### src/hw/rtl/moving_average_window_indicator_defines.svh
// ----------------------------------------------------------------------------
// Moving average window indicator: assertion macros
// Shared concurrent assertion forms used by the indicator's RTL modules.
// ----------------------------------------------------------------------------
`ifndef MOVING_AVERAGE_WINDOW_INDICATOR_DEFINES_SVH
`define MOVING_AVERAGE_WINDOW_INDICATOR_DEFINES_SVH

// Same-cycle implication, disabled while reset is asserted.
`define MAWI_ASSERT_NOW(name, clk, rst_n, ante, cons, msg) \
    name: assert property (@(posedge clk) disable iff (!rst_n) (ante) |-> (cons)) \
        else $error(msg);

// Next-cycle implication, disabled while reset is asserted.
`define MAWI_ASSERT_NEXT(name, clk, rst_n, ante, cons, msg) \
    name: assert property (@(posedge clk) disable iff (!rst_n) (ante) |=> (cons)) \
        else $error(msg);

`endif

### src/hw/rtl/mawi_pkg.sv
// ----------------------------------------------------------------------------
// Moving average window indicator package
// Field widths, reset values, register indexes and shared types.
// ----------------------------------------------------------------------------
`default_nettype none

package mawi_pkg;

    // Width of a converter sample, of the average and of both thresholds.
    localparam int SAMPLE_W = 10;

    // Width of the configuration register index.
    localparam int CFG_IDX_W = 2;

    // Default number of samples in the averaging window.
    localparam int WINDOW_DEFAULT = 10;

    // Threshold reset values.
    localparam logic [SAMPLE_W-1:0] HIGH_THRESHOLD_RESET = 10'd767;
    localparam logic [SAMPLE_W-1:0] LOW_THRESHOLD_RESET  = 10'd255;

    // Configuration register indexes.
    localparam logic [CFG_IDX_W-1:0] CFG_HIGH_THRESHOLD = 2'd0;
    localparam logic [CFG_IDX_W-1:0] CFG_LOW_THRESHOLD  = 2'd1;

    typedef logic [SAMPLE_W-1:0]  sample_t;
    typedef logic [CFG_IDX_W-1:0] cfg_idx_t;

    // Both thresholds, as handed from the register file to the compare stage.
    typedef struct packed {
        sample_t high;
        sample_t low;
    } thresh_t;

endpackage

`default_nettype wire

### src/hw/rtl/mawi_in_if.sv
// ----------------------------------------------------------------------------
// Sample channel
// Carries one converter sample and the mode switch level per word.
// ----------------------------------------------------------------------------
`default_nettype none

interface mawi_in_if import mawi_pkg::*; ();

    logic    valid;
    logic    ready;
    sample_t sample;
    logic    mode_switch;

    modport source (output valid, output sample, output mode_switch, input ready);
    modport sink   (input valid, input sample, input mode_switch, output ready);

endinterface

`default_nettype wire

### src/hw/rtl/mawi_out_if.sv
// ----------------------------------------------------------------------------
// Result channel
// Carries the window average and both indicator levels per word.
// ----------------------------------------------------------------------------
`default_nettype none

interface mawi_out_if import mawi_pkg::*; ();

    logic    valid;
    logic    ready;
    sample_t average;
    logic    red_on;
    logic    blue_on;

    modport source (output valid, output average, output red_on, output blue_on,
                    input ready);
    modport sink   (input valid, input average, input red_on, input blue_on,
                    output ready);

endinterface

`default_nettype wire

### src/hw/rtl/mawi_cfg_if.sv
// ----------------------------------------------------------------------------
// Configuration write channel
// Carries a register index and the data written to it per word.
// ----------------------------------------------------------------------------
`default_nettype none

interface mawi_cfg_if import mawi_pkg::*; ();

    logic     valid;
    logic     ready;
    cfg_idx_t index;
    sample_t  data;

    modport source (output valid, output index, output data, input ready);
    modport sink   (input valid, input index, input data, output ready);

endinterface

`default_nettype wire

### src/hw/rtl/moving_average_window_indicator.sv
// ----------------------------------------------------------------------------
// Moving average window indicator
// Averages the last WINDOW converter samples and drives red and blue lights.
// ----------------------------------------------------------------------------
// The block takes one sample word per clock while the result channel is not
// stalled, and returns one result word per sample. On acceptance the sample
// replaces the oldest entry of the window ring and the running sum register
// is updated; once the result register is free, the sum is divided by WINDOW
// and compared with the thresholds into the result register. The running sum
// update sustains one word per cycle. After reset the ring reads as all zero,
// so early averages count the missing samples as zero. Thresholds are written
// through the configuration channel, which is always ready; the user must
// write them only while no sample is in flight; the block does not enforce it.
// ----------------------------------------------------------------------------
`default_nettype none
`include "moving_average_window_indicator_defines.svh"

module moving_average_window_indicator import mawi_pkg::*; #(
    parameter int WINDOW = WINDOW_DEFAULT
) (
    input  logic       clk,
    input  logic       rst_n,
    mawi_in_if.sink    sample_ch,
    mawi_out_if.source result_ch,
    mawi_cfg_if.sink   cfg_ch
);

    localparam int SUM_W = SAMPLE_W + $clog2(WINDOW);

    logic             stage_valid_reg;
    logic             stage_valid_next;
    logic             out_valid_reg;
    logic             out_valid_next;
    logic             mode_reg;
    logic             in_ready;
    logic             accept;
    logic             out_load;
    logic [SUM_W-1:0] sum;
    thresh_t          thresh;

    // Handshake: the sum stage moves on when the result register is free.
    assign out_load = stage_valid_reg && (!out_valid_reg || result_ch.ready);
    assign in_ready = !stage_valid_reg || out_load;
    assign accept   = sample_ch.valid && in_ready;

    assign stage_valid_next = accept ? 1'b1 : (out_load ? 1'b0 : stage_valid_reg);
    assign out_valid_next   = out_load ? 1'b1 :
                              (result_ch.ready ? 1'b0 : out_valid_reg);

    // Stage and result valid flags.
    always_ff @(posedge clk or negedge rst_n)
    begin
        if (!rst_n)
        begin
            stage_valid_reg <= 1'b0;
            out_valid_reg   <= 1'b0;
        end
        else
        begin
            stage_valid_reg <= stage_valid_next;
            out_valid_reg   <= out_valid_next;
        end
    end

    // Mode switch travels alongside the running sum.
    always_ff @(posedge clk)
    begin
        if (accept)
        begin
            mode_reg <= sample_ch.mode_switch;
        end
    end

    // Threshold registers.
    mawi_cfg_regs u_cfg_regs (
        .clk      (clk),
        .rst_n    (rst_n),
        .wr_en    (cfg_ch.valid),
        .wr_index (cfg_ch.index),
        .wr_data  (cfg_ch.data),
        .thresh   (thresh)
    );

    // Window ring and running sum.
    mawi_accum #(
        .WINDOW (WINDOW)
    ) u_accum (
        .clk    (clk),
        .rst_n  (rst_n),
        .accept (accept),
        .sample (sample_ch.sample),
        .sum    (sum)
    );

    // Average, compare and result register.
    mawi_result #(
        .WINDOW (WINDOW)
    ) u_result (
        .clk         (clk),
        .rst_n       (rst_n),
        .load        (out_load),
        .sum         (sum),
        .mode_switch (mode_reg),
        .thresh      (thresh),
        .average     (result_ch.average),
        .red_on      (result_ch.red_on),
        .blue_on     (result_ch.blue_on)
    );

    assign sample_ch.ready = in_ready;
    assign result_ch.valid = out_valid_reg;
    assign cfg_ch.ready    = 1'b1;

    `MAWI_ASSERT_NOW(a_stall_blocks_input, clk, rst_n,
        stage_valid_reg && out_valid_reg && !result_ch.ready, !sample_ch.ready,
        "sample taken while the sum stage was blocked")
    `MAWI_ASSERT_NEXT(a_load_shows_result, clk, rst_n, out_load, result_ch.valid,
        "loaded result word not presented")

endmodule

`default_nettype wire

### src/hw/rtl/mawi_cfg_regs.sv
// ----------------------------------------------------------------------------
// Threshold register file
// Holds the high and low thresholds, written through the configuration port.
// ----------------------------------------------------------------------------
`default_nettype none

module mawi_cfg_regs import mawi_pkg::*; (
    input  logic     clk,
    input  logic     rst_n,
    input  logic     wr_en,
    input  cfg_idx_t wr_index,
    input  sample_t  wr_data,
    output thresh_t  thresh
);

    sample_t high_reg;
    sample_t high_next;
    sample_t low_reg;
    sample_t low_next;

    // Write decode; an index beyond the register list changes nothing.
    always_comb
    begin
        high_next = high_reg;
        low_next  = low_reg;
        if (wr_en)
        begin
            case (wr_index)
                CFG_HIGH_THRESHOLD: high_next = wr_data;
                CFG_LOW_THRESHOLD:  low_next  = wr_data;
                default:
                begin
                    high_next = high_reg;
                    low_next  = low_reg;
                end
            endcase
        end
    end

    // Threshold registers.
    always_ff @(posedge clk or negedge rst_n)
    begin
        if (!rst_n)
        begin
            high_reg <= HIGH_THRESHOLD_RESET;
            low_reg  <= LOW_THRESHOLD_RESET;
        end
        else
        begin
            high_reg <= high_next;
            low_reg  <= low_next;
        end
    end

    assign thresh.high = high_reg;
    assign thresh.low  = low_reg;

endmodule

`default_nettype wire

### src/hw/rtl/mawi_accum.sv
// ----------------------------------------------------------------------------
// Sample ring and running sum
// Replaces the oldest sample of the window and keeps the window sum current.
// ----------------------------------------------------------------------------
`default_nettype none
`include "moving_average_window_indicator_defines.svh"

module mawi_accum import mawi_pkg::*; #(
    parameter int WINDOW = WINDOW_DEFAULT
) (
    input  logic                                   clk,
    input  logic                                   rst_n,
    input  logic                                   accept,
    input  sample_t                                sample,
    output logic [SAMPLE_W+$clog2(WINDOW)-1:0]     sum
);

    localparam int SUM_W  = SAMPLE_W + $clog2(WINDOW);
    localparam int SLOT_W = $clog2(WINDOW);
    localparam logic [SLOT_W-1:0] LAST_SLOT = SLOT_W'(WINDOW - 1);

    sample_t           ring_reg [WINDOW];
    logic [SLOT_W-1:0] slot_reg;
    logic [SLOT_W-1:0] slot_next;
    logic [SUM_W-1:0]  sum_reg;
    logic [SUM_W-1:0]  sum_next;
    sample_t           oldest;

    // The entry about to be overwritten leaves the sum as the new one enters.
    assign oldest    = ring_reg[slot_reg];
    assign sum_next  = sum_reg - SUM_W'(oldest) + SUM_W'(sample);
    assign slot_next = (slot_reg == LAST_SLOT) ? '0 : slot_reg + SLOT_W'(1);

    // Ring, write pointer and sum; the whole window reads as zero after reset.
    always_ff @(posedge clk or negedge rst_n)
    begin
        if (!rst_n)
        begin
            for (int i = 0; i < WINDOW; i++)
            begin
                ring_reg[i] <= '0;
            end
            slot_reg <= '0;
            sum_reg  <= '0;
        end
        else if (accept)
        begin
            ring_reg[slot_reg] <= sample;
            slot_reg           <= slot_next;
            sum_reg            <= sum_next;
        end
    end

    assign sum = sum_reg;

    `MAWI_ASSERT_NOW(a_slot_range, clk, rst_n, 1'b1, slot_reg <= LAST_SLOT,
        "write pointer left the window")
    `MAWI_ASSERT_NEXT(a_slot_step, clk, rst_n, accept && (slot_reg != LAST_SLOT),
        slot_reg == $past(slot_reg) + SLOT_W'(1), "write pointer did not advance")
    `MAWI_ASSERT_NEXT(a_slot_wrap, clk, rst_n, accept && (slot_reg == LAST_SLOT),
        slot_reg == '0, "write pointer did not wrap to the first entry")

endmodule

`default_nettype wire

### src/hw/rtl/mawi_result.sv
// ----------------------------------------------------------------------------
// Average and window compare
// Divides the window sum by the window length and drives both indicators.
// ----------------------------------------------------------------------------
`default_nettype none
`include "moving_average_window_indicator_defines.svh"

module mawi_result import mawi_pkg::*; #(
    parameter int WINDOW = WINDOW_DEFAULT
) (
    input  logic                               clk,
    input  logic                               rst_n,
    input  logic                               load,
    input  logic [SAMPLE_W+$clog2(WINDOW)-1:0] sum,
    input  logic                               mode_switch,
    input  thresh_t                            thresh,
    output sample_t                            average,
    output logic                               red_on,
    output logic                               blue_on
);

    localparam int SUM_W       = SAMPLE_W + $clog2(WINDOW);
    localparam int RECIP_SHIFT = SUM_W + $clog2(WINDOW);
    localparam int RECIP_W     = SUM_W + 1;
    localparam int PROD_W      = RECIP_SHIFT + SAMPLE_W;
    localparam logic [RECIP_W-1:0] RECIP =
        RECIP_W'(((1 << RECIP_SHIFT) + WINDOW - 1) / WINDOW);

    logic [PROD_W-1:0] product;
    sample_t           avg_next;
    logic              red_next;
    logic              blue_next;
    sample_t           avg_reg;
    logic              red_reg;
    logic              blue_reg;

    // Truncated mean by reciprocal multiplication. The reciprocal is rounded up
    // at a scale of the sum width plus the window's bit count, which makes the
    // quotient exact for every sum the window can hold; the mean fits the top
    // SAMPLE_W bits of the product.
    assign product  = PROD_W'(sum) * PROD_W'(RECIP);
    assign avg_next = product[PROD_W-1 -: SAMPLE_W];

    // Red wins when the thresholds cross; the switch low lights both.
    always_comb
    begin
        if (!mode_switch)
        begin
            red_next  = 1'b1;
            blue_next = 1'b1;
        end
        else if (avg_next > thresh.high)
        begin
            red_next  = 1'b1;
            blue_next = 1'b0;
        end
        else if (avg_next < thresh.low)
        begin
            red_next  = 1'b0;
            blue_next = 1'b1;
        end
        else
        begin
            red_next  = 1'b0;
            blue_next = 1'b0;
        end
    end

    // Result register; the handshake valid lives in the top level.
    always_ff @(posedge clk)
    begin
        if (load)
        begin
            avg_reg  <= avg_next;
            red_reg  <= red_next;
            blue_reg <= blue_next;
        end
    end

    assign average = avg_reg;
    assign red_on  = red_reg;
    assign blue_on = blue_reg;

    `MAWI_ASSERT_NEXT(a_forced_lights, clk, rst_n, load && !mode_switch,
        red_on && blue_on, "switch low did not light both indicators")
    `MAWI_ASSERT_NEXT(a_exclusive_lights, clk, rst_n, load && mode_switch,
        !(red_on && blue_on), "window compare lit both indicators")

endmodule

`default_nettype wire

### src/flat_wrapper.sv
// flat-port wrapper written by rule: the top's interface ports become plain ports
module moving_average_window_indicator_flat import mawi_pkg::*;
#(
    parameter int WINDOW = WINDOW_DEFAULT
)
  (clk, rst_n, sample_ch_valid, sample_ch_sample, sample_ch_mode_switch, sample_ch_ready, result_ch_valid, result_ch_average, result_ch_red_on, result_ch_blue_on, result_ch_ready, cfg_ch_valid, cfg_ch_index, cfg_ch_data, cfg_ch_ready);
  mawi_in_if sample_ch_i ();
  mawi_out_if result_ch_i ();
  mawi_cfg_if cfg_ch_i ();
  input  logic clk;
  input  logic rst_n;
  input wire logic [$bits(sample_ch_i.valid)-1:0] sample_ch_valid;
  input wire logic [$bits(sample_ch_i.sample)-1:0] sample_ch_sample;
  input wire logic [$bits(sample_ch_i.mode_switch)-1:0] sample_ch_mode_switch;
  output wire logic [$bits(sample_ch_i.ready)-1:0] sample_ch_ready;
  output wire logic [$bits(result_ch_i.valid)-1:0] result_ch_valid;
  output wire logic [$bits(result_ch_i.average)-1:0] result_ch_average;
  output wire logic [$bits(result_ch_i.red_on)-1:0] result_ch_red_on;
  output wire logic [$bits(result_ch_i.blue_on)-1:0] result_ch_blue_on;
  input wire logic [$bits(result_ch_i.ready)-1:0] result_ch_ready;
  input wire logic [$bits(cfg_ch_i.valid)-1:0] cfg_ch_valid;
  input wire logic [$bits(cfg_ch_i.index)-1:0] cfg_ch_index;
  input wire logic [$bits(cfg_ch_i.data)-1:0] cfg_ch_data;
  output wire logic [$bits(cfg_ch_i.ready)-1:0] cfg_ch_ready;
  assign sample_ch_i.valid = sample_ch_valid;
  assign sample_ch_i.sample = sample_ch_sample;
  assign sample_ch_i.mode_switch = sample_ch_mode_switch;
  assign sample_ch_ready = sample_ch_i.ready;
  assign result_ch_valid = result_ch_i.valid;
  assign result_ch_average = result_ch_i.average;
  assign result_ch_red_on = result_ch_i.red_on;
  assign result_ch_blue_on = result_ch_i.blue_on;
  assign result_ch_i.ready = result_ch_ready;
  assign cfg_ch_i.valid = cfg_ch_valid;
  assign cfg_ch_i.index = cfg_ch_index;
  assign cfg_ch_i.data = cfg_ch_data;
  assign cfg_ch_ready = cfg_ch_i.ready;
  moving_average_window_indicator #(.WINDOW(WINDOW)) u_core (.clk(clk), .rst_n(rst_n), .sample_ch(sample_ch_i), .result_ch(result_ch_i), .cfg_ch(cfg_ch_i));
endmodule
### config.mk
export PLATFORM = sky130hd
export DESIGN_NAME = moving_average_window_indicator_flat
export DESIGN_NICKNAME = d
export VERILOG_FILES = /design/src/hw/rtl/mawi_pkg.sv /design/src/hw/rtl/mawi_in_if.sv /design/src/hw/rtl/mawi_out_if.sv /design/src/hw/rtl/mawi_cfg_if.sv /design/src/hw/rtl/moving_average_window_indicator.sv /design/src/hw/rtl/mawi_cfg_regs.sv /design/src/hw/rtl/mawi_accum.sv /design/src/hw/rtl/mawi_result.sv /design/src/flat_wrapper.sv
export VERILOG_INCLUDE_DIRS = /design/src /design/src/hw/rtl
export SDC_FILE = /design/constraint.sdc
export NUM_CORES = 1
export LEC_CHECK = 0
export BUFFER_PORTS_ARGS = -buffer_cell sky130_fd_sc_hd__buf_2
export CAP_MARGIN = 10
export CORE_UTILIZATION = 50
export DETAILED_ROUTE_END_ITERATION = 10
export PLACE_DENSITY = 0.77
export SYNTH_ARGS = -nofsm -noshare
export SYNTH_HDL_FRONTEND = slang
export SYNTH_SLANG_ARGS = --single-unit
### constraint.sdc
create_clock -name clk -period 9.43 [get_ports clk]
set_input_delay 2.829 -clock clk [delete_from_list [all_inputs] [get_ports clk]]
set_output_delay 2.829 -clock clk [all_outputs]
set_load 0.01 [all_outputs]
== After elaboration in Yosys (flattened, before gate mapping) ==
Cells that the tools add are included.
Operators by class
  add/subtract/negate cells: 3
  equal/unequal tests: 2
  bitwise gates (word level): 1
  multiplexer cells: 14
  order comparisons: 4
  reduce and logical (&&, ||, !) cells: 12
  multiply operators: 1
Operators with widths (number)
  $bwmux 100: 1
  $bmux 10 s4: 1
  $demux 10 s4: 1
  $mux 10: 3
  $mul 14x15->28 const B: 1
  $add 14x10->14: 1
  $sub 14x10->14: 1
  $gt 10x10->1: 1
  $lt 10x10->1: 1
  $mux 1: 7
  $ge 5x5->1 const B: 1
  $lt 5x1->1 const B: 1
  $not 4->5: 1
  $add 4x1->4 const B: 1
  $eq 4x4->1 const B: 1
  $mux 4: 1
  $reduce_and 2->1: 2
  $reduce_bool 2->1: 2
  $logic_and 1x1->1: 3
  $eq 2x1->1 const B: 1
  $logic_not 1->1: 2
  $logic_not 2->1: 1
  $logic_or 1x1->1: 2
Word-level totals
  output and inout bits: 15
  input port bits: 28
  word-level logic and storage cells: 57
  bits in registers: 153

== Logic depth before layout (Yosys ltp) ==
Gate-level depths: netlist (run 1).
  word-level depth: 6
  depth in mapped cells: 28
  mapped depth without buffers: 28

== Hierarchy ==
Synthesis (run 1) repeated with hierarchy kept, for this count alone.
Second synthesis, totals
  cells, all modules: 1046
  area, all modules: 11443.5 sq um
Modules (own cells, without submodules)
  mawi_accum: instances 1, area each 6078.3 sq um, cells an instance 528, sequential area each 2952.8 sq um
  mawi_result: instances 1, area each 4393.0 sq um, cells an instance 463, sequential area each 360.3 sq um
  mawi_cfg_regs: instances 1, area each 827.0 sq um, cells an instance 44, sequential area each 521.8 sq um
  moving_average_window_indicator: instances 1, area each 145.1 sq um, cells an instance 11, sequential area each 80.1 sq um

== Worst setup path before layout (run 1) ==
Ideal clock, no wire load.
  path kind: register to register
  start: reg u_core.u_accum.sum_reg[12] (netlist: u_core.u_accum.sum[12])
  end: reg u_core.u_result.blue_reg (netlist: u_core.u_result.blue_on) (data pin)
  path buffers: 0
  path slack: 2.932 ns
  data required time: 9.271 ns
  setup time: 0.159 ns
  period minus slack after synthesis: 6.498 ns
  data arrival time: 6.340 ns
  stages on the path, launching flop included: 27
  cells stage by stage: dfrtp_1 -> inv_1 -> ha_1 -> inv_1 -> fa_1 -> fa_1 -> inv_1 -> fa_1 -> inv_1 -> fa_1 -> inv_1 -> fa_1 -> inv_1 -> ha_1 -> a21oi_1 -> o311ai_2 -> o21ai_2 -> o221ai_4 -> o31ai_4 -> nand3_1 -> o311ai_2 -> ha_1 -> a2111oi_0 -> nand2_1 -> o211ai_1 -> o2111ai_1 -> a22oi_1
Between the ends
  longest elaborated chain between the ends: 4
  elaborated cells between the ends (all ways): 5
  classes of those cells: 1 x mul; 2 x order compare; 2 x mux
Ends and longest elaborated chain
  from (decl): RTL line mawi_accum.sv:25  | logic [SUM_W-1:0] sum_reg;
  from (signal assigned): RTL line mawi_accum.sv:50  | sum_reg <= sum_next;
  $mul 14x15->28 *: RTL line mawi_result.sv:41  | assign product = PROD_W'(sum) * PROD_W'(RECIP);
  via u_core.u_result.product[27]: RTL line mawi_result.sv:29  | logic [PROD_W-1:0] product;
  $lt 10x10->1: RTL line mawi_result.sv:57  | else if (avg_next < thresh.low)
  $mux 1: RTL line mawi_result.sv:57
  $mux 1 *: RTL line mawi_result.sv:52  | else if (avg_next > thresh.high)
  to (signal assigned): RTL line mawi_result.sv:76  | blue_reg <= blue_next;
  to (decl): RTL line mawi_result.sv:35  | logic blue_reg;
The timed path passes the listed nets; every way through them passes the cells marked *.
A chain may end at the register's enable or synchronous reset.

== Worst setup path after layout (run 1) ==
Ends and elaborated chain as after synthesis.

==> flow_summary.yaml, run 1 <==
floorplanning:
  die_h_microns: 151
  dieArea_sq_mm: 0.0228
  io_pins: 43
  initial_utilization_pct: 51.0
  core-area_sq_mm: 0.0218
  rows: 54
  die_w_microns: 151
timing:
  setup_viol: 0
  hold_violations: 0
  fin_tns_setup_ns: 0
  maxSlewHeadroom_pct: 33.0
  fin_skew_ns: 0.0238
  drv_slew: 0
  max_slew.worst_pin.slew_ns: 1.00
  max_freq_mhz: 138
  rsz0062_at_grt: "no"
  timing.final.crit_period_ns: 7.23
  period_share_pct: 76.7
worst_setup_path:
  cp.required_ns: 9.70
  slowest_stage: "a2111oi_0"
  critPathLaunch: "u_core.u_accum.sum[12]"
  cp-end-kind: "register"
  crit_top_cell: "inv_1"
  crit_fanout: 6
  regToRegStartpoint: "u_core.u_accum.sum[12]"
  r2r-end: "u_core.u_result.blue_on"
  cp.arrival_ns: 7.51
  critPathMaxStageDelay_ns: 0.64
  regToRegSetupSlack_ns: 2.20
  path_class: "reg -> reg"
  critPathLaunchType: "register"
  rr_worst_depth: 26
yosys:
  yosysUniqueCellTypes: 65
  syn_inst: 1086
  synth.area.top_cells: "dfrtp_1 28%, ha_1 15%, fa_1 13%"
  syn-mean-instance-area_sq_um: 10.2
  synth_ff_type: "dfrtp_1"
  synthesis.nets: 1314
  ys_seq_area_share_pct: 35.3
  ys.warnings.count: 0
  yosysTopAreaCell: "dfrtp_1"
  syn-cell-area_sq_mm: 0.0111
  synth_edf_count: 13
  synth_top_area_share_pct: 27.8
  ys_ff_latch: 153
  synthArstFlopShare_pct: 91.5
cells_and_area:
  post-route-util_pct: 55.8
  synthToLayoutAreaGrowth_pct: 9.43
  final_common_cell: "inv_1"
  regArea_sq_mm: 0.00392
  nNetsFinal: 1341
  layout_common_cells: "180 x inv_1, 136 x nand2_1, 130 x ha_1, 123 x dfrtp_1, 75 x o21ai_1"
  multiInputGateArea_sq_mm: 0.00634
  drive_gt1_share_pct: 13.7
  largest_reg_flops: 100
  n_antenna_cell: 0
  nFillCells: 1808
cts:
  htree_levels: 4
  cts_tree: "built"
  ctsResizeCount: 0
  clockBufferDepth: 2
  insertion_delay_ns: 0.44
  root_buffer: "clkbuf_16"
  cts_buffers: 17
  cts_setup_buffers: 0
  cts_sinks: 153
  holdBufCountCts: 0
  clk_pin_slew_ns: 0.07
route:
  vias: 7712
  drc: 0
  ant_nets: 0
  drt_iter0_markers: 302
  drtPass1Iterations: 5
  wire_per_inst_microns: 16.7
  wirelength_microns: 23500
  avgViaCountPerCell: 5.49
worst_hold_path:
  hold_path_depth: 1
  hp-start: "u_core.stage_valid_reg"
  hold-path-endpoint: "u_core.result_ch.valid"
  hold_path.class: "reg -> reg"
global_route:
  antenna_found_initial: 0
  grt_pass1_vias: 8229
  grt_max_degree: 75
  grt_pass1_wl_microns: 39000
  grt_overflow: 0
  track_usage_pct: 22.1
place:
  place_congestion: 0.863
  portBuffers: 41
  post-dp-hpwl_microns: 17100
job:
  maxCapViolations: 0
outcome:
  outcome: "complete, no violations"
layout make-up:
cell class,count,share of cell area [%]
Tap cell,280,2.89
Timing Repair Buffer,45,1.99
Clock buffer,17,3.51
Multi-Input combinational cell,713,52.2
Clock inverter,15,1.46
Inverter,183,5.66
Sequential cell,153,32.3
critical path, delay by kind of cell, from the launching register on:
kind / cells / cell delay (ns)
AOI/OAI and AO/OA: 10 / 2.37
buffers and inverters: 6 / 0.52
adders and majority gates: 8 / 3.52
DFF: 1 / 0.44
and+or+nand+nor: 2 / 0.26
metrics by stage:
| step | instances | area, sq um | hold slack, ns | setup WS [ns] |
|---|---|---|---|---|
| final | 1406 | 12100 | 0.479 | 2.20 |
| after global routing | 1406 | 12100 | 0.494 | 1.82 |
| after CTS | 1406 | 12100 | 0.482 | 2.23 |
| after detailed placement | 1374 | 11500 | 0.467 | 2.42 |
| after global placement | 1374 | 11500 | 0.456 | 2.60 |
| after floorplan | 1086 | 11100 | 0.445 | 2.93 |
cells in the mapped netlist, types with 3 or more instances:
master,n
a21o_1,8
and3_1,5
a211oi_1,4
nor2_1,14
edfxtp_1,13
mux4_2,20
mux2_1,4
a31oi_1,4
nor2b_1,5
xnor2_1,14
o31ai_1,3
clkbuf_1,29
xor2_1,3
mux2i_1,11
ha_1,130
mux2_2,19
o21ai_0,59
dfrtp_1,123
fa_1,70
a21oi_1,31
nor3_2,3
buf_2,5
o21a_1,5
dfstp_2,17
nand3_1,16
nand2b_1,8
inv_1,180
or3_1,3
a22oi_1,12
nand3b_1,5
nand4_1,3
nand2_1,136
nor3_1,8
o21ai_1,75
routing by layer:
metal	vias up	global-route usage, %	wire, microns
li1	3685	-	-
met1	3816	26.0	10000
met2	161	40.1	12100
met3	50	3.67	718
met4	0	8.85	588
met5	-	0	0
kinds of logic (layout without fill, tap and decap cells):
logic type                 count (synthesis)  in the layout  share of synthesized area [%]
buffers and inverters                    220            260                           7.54
other                                      1              1                         0.0338
muxes                                     54             54                           7.39
AOI/OAI and AO/OA                        226            226                           12.3
adders and majority gates                200            200                           27.3
and+or+nand+nor                          215            215                           8.80
xor gates and xnor gates                  17             17                           1.34
DFF                                      153            153                           35.3
worst max path at each step:
stage	to	slack, ns	depth (start not counted)
floorplan	u_core.u_result.blue_on	2.93	26
global placement	u_core.u_result.blue_on	2.60	26
detailed placement	u_core.u_result.blue_on	2.42	26
CTS	u_core.u_result.blue_on	2.23	26
global route	u_core.u_result.blue_on	1.82	26
finish	u_core.u_result.blue_on	2.20	26
Power of run 1 is left out: the tool's default activity adds up to more than one toggle a clock period on the data nets, which glitch-free logic cannot reach.
==> run 2, diff against run 1 <==
Clock period 9.43 ns to 6.9 ns, I/O delays scaled along.
==> flow_summary.yaml, run 2 (same netlist as run 1, synthesis figures left out) <==
floorplanning:
  dieArea_sq_mm: 0.0228
  io_pins: 43
  initial_utilization_pct: 51.0
  rows: 54
  die_w_microns: 151
  core-area_sq_mm: 0.0218
  die_h_microns: 151
place:
  numPlacedInstances: 1383
  portBuffers: 41
  place_congestion: 0.840
  post-dp-hpwl_microns: 17100
route:
  ant_nets: 0
  vias: 7803
  drtPass1Iterations: 5
  drt_iter0_markers: 352
  avgViaCountPerCell: 5.50
  wire_per_inst_microns: 16.2
  wirelength_microns: 23000
  drc: 0
cells_and_area:
  stdcell_count: 1420
  layout_common_cells: "179 x inv_1, 136 x nand2_1, 128 x ha_1, 120 x dfrtp_1, 76 x o21ai_1"
  regArea_sq_mm: 0.00392
  final_common_cell: "inv_1"
  n_antenna_cell: 0
  nNetsFinal: 1355
  drive_gt1_share_pct: 15.9
  largest_reg_flops: 100
  nFillCells: 1816
  multiInputGateArea_sq_mm: 0.00640
  synthToLayoutAreaGrowth_pct: 11.1
cts:
  htree_levels: 4
  insertion_delay_ns: 0.44
  cts_tree: "built"
  cts_buffers: 17
  clk_pin_slew_ns: 0.07
  root_buffer: "clkbuf_16"
  clockBufferDepth: 2
  cts_sinks: 153
worst_setup_path:
  cp-end-kind: "register"
  crit_fanout: 4
  critPathLaunch: "u_core.u_accum.sum[13]"
  cp.required_ns: 7.18
  rr_worst_depth: 24
  regToRegSetupSlack_ns: 0.20
  critPathLaunchType: "register"
  regToRegStartpoint: "u_core.u_accum.sum[13]"
  cp.arrival_ns: 6.98
  r2r-end: "u_core.u_result.blue_on"
  path_class: "reg -> reg"
worst_hold_path:
  hold_path.class: "reg -> reg"
  hold_path_depth: 2
  hold-path-endpoint: "u_core.u_accum.ring_reg[79]"
  hp-start: "u_core.u_accum.ring_reg[79]"
timing:
  hold_violations: 0
  max_freq_mhz: 149
  period_share_pct: 97.2
  timing.final.crit_period_ns: 6.70
  max_slew.worst_pin.slew_ns: 1.00
  drv_slew: 0
  maxSlewHeadroom_pct: 32.9
  fin_skew_ns: 0.0174
  setup_viol: 0
job:
  maxCapViolations: 0
global_route:
  antenna_found_initial: 0
  grt_max_degree: 100
  grt_pass1_wl_microns: 38900
  grt_overflow: 0
  grt_pass1_vias: 8182
  track_usage_pct: 21.8
outcome:
  outcome: "complete, no violations"
run 2: worst max-delay path by stage:
| stage | end | slack [ns] | cells past startpoint |
|---|---|---|---|
| after global routing | u_core.u_result.blue_on | -0.08 | 26 |
| after detailed placement | u_core.u_result.blue_on | -0.009 | 26 |
| final | u_core.u_result.blue_on | 0.20 | 24 |
| after CTS | u_core.u_result.blue_on | 0.08 | 26 |
| after floorplan | u_core.u_result.blue_on | 0.40 | 26 |
| after global placement | u_core.u_result.blue_on | 0.16 | 26 |
run 2: critical path, cell delays in order, from the launching register on:
cell and delay (ns):
dfrtp_1 0.43, fa_2 0.54, inv_1 0.05, fa_1 0.45, fa_1 0.43, fa_1 0.51
inv_1 0.05, fa_1 0.49, inv_1 0.05, fa_1 0.49, inv_1 0.04, ha_1 0.33
a21oi_2 0.18, o311ai_2 0.10, o21ai_2 0.22, o221ai_4 0.16, o31ai_4 0.37, nand3_2 0.13
o311ai_2 0.11, ha_1 0.34, a2111oi_4 0.32, nand2_1 0.10, o211ai_1 0.25, o2111ai_1 0.16
a22oi_1 0.20
run 2: area by class of cell:
cell class	instances	area share [%]
multi-input combinational	713	52.0
sequential	153	31.8
inverter	183	5.58
clock buffer	18	3.57
tap	280	2.84
timing repair buffer	59	2.81
clock inverter	14	1.41
run 2: layer usage:
| layer | vias up | track usage [%] | part of all wire (%) |
|---|---|---|---|
| li1 | 3745 | - | - |
| met1 | 3837 | 26.1 | 42 |
| met2 | 167 | 38.7 | 52 |
| met3 | 54 | 3.80 | 3.6 |
| met4 | 0 | 9.10 | 3.0 |
| met5 | - | 0 | 0 |
run 2: through the flow:
step	setup slack (ns)	TNS (ns)	instance area [sq um]	hold slack (ns)	util [%]
floorplan	0.402	0	11100	0.445	-
global placement	0.159	0	11600	0.457	53.3
detailed placement	-0.00936	-0.00936	11600	0.470	53.3
CTS	0.0791	0	12200	0.485	56.2
global route	-0.0775	-0.0775	12300	0.509	56.6
finish	0.196	0	12300	0.483	56.6
run 2: what timing repair did:
item	CTS	global route
endpoints found under the setup margin	1	2
pin swaps	0	9
resized for setup	2	14
buffers inserted	0	5
hold buffers	0	0
Power of run 2 is left out for the same reason.
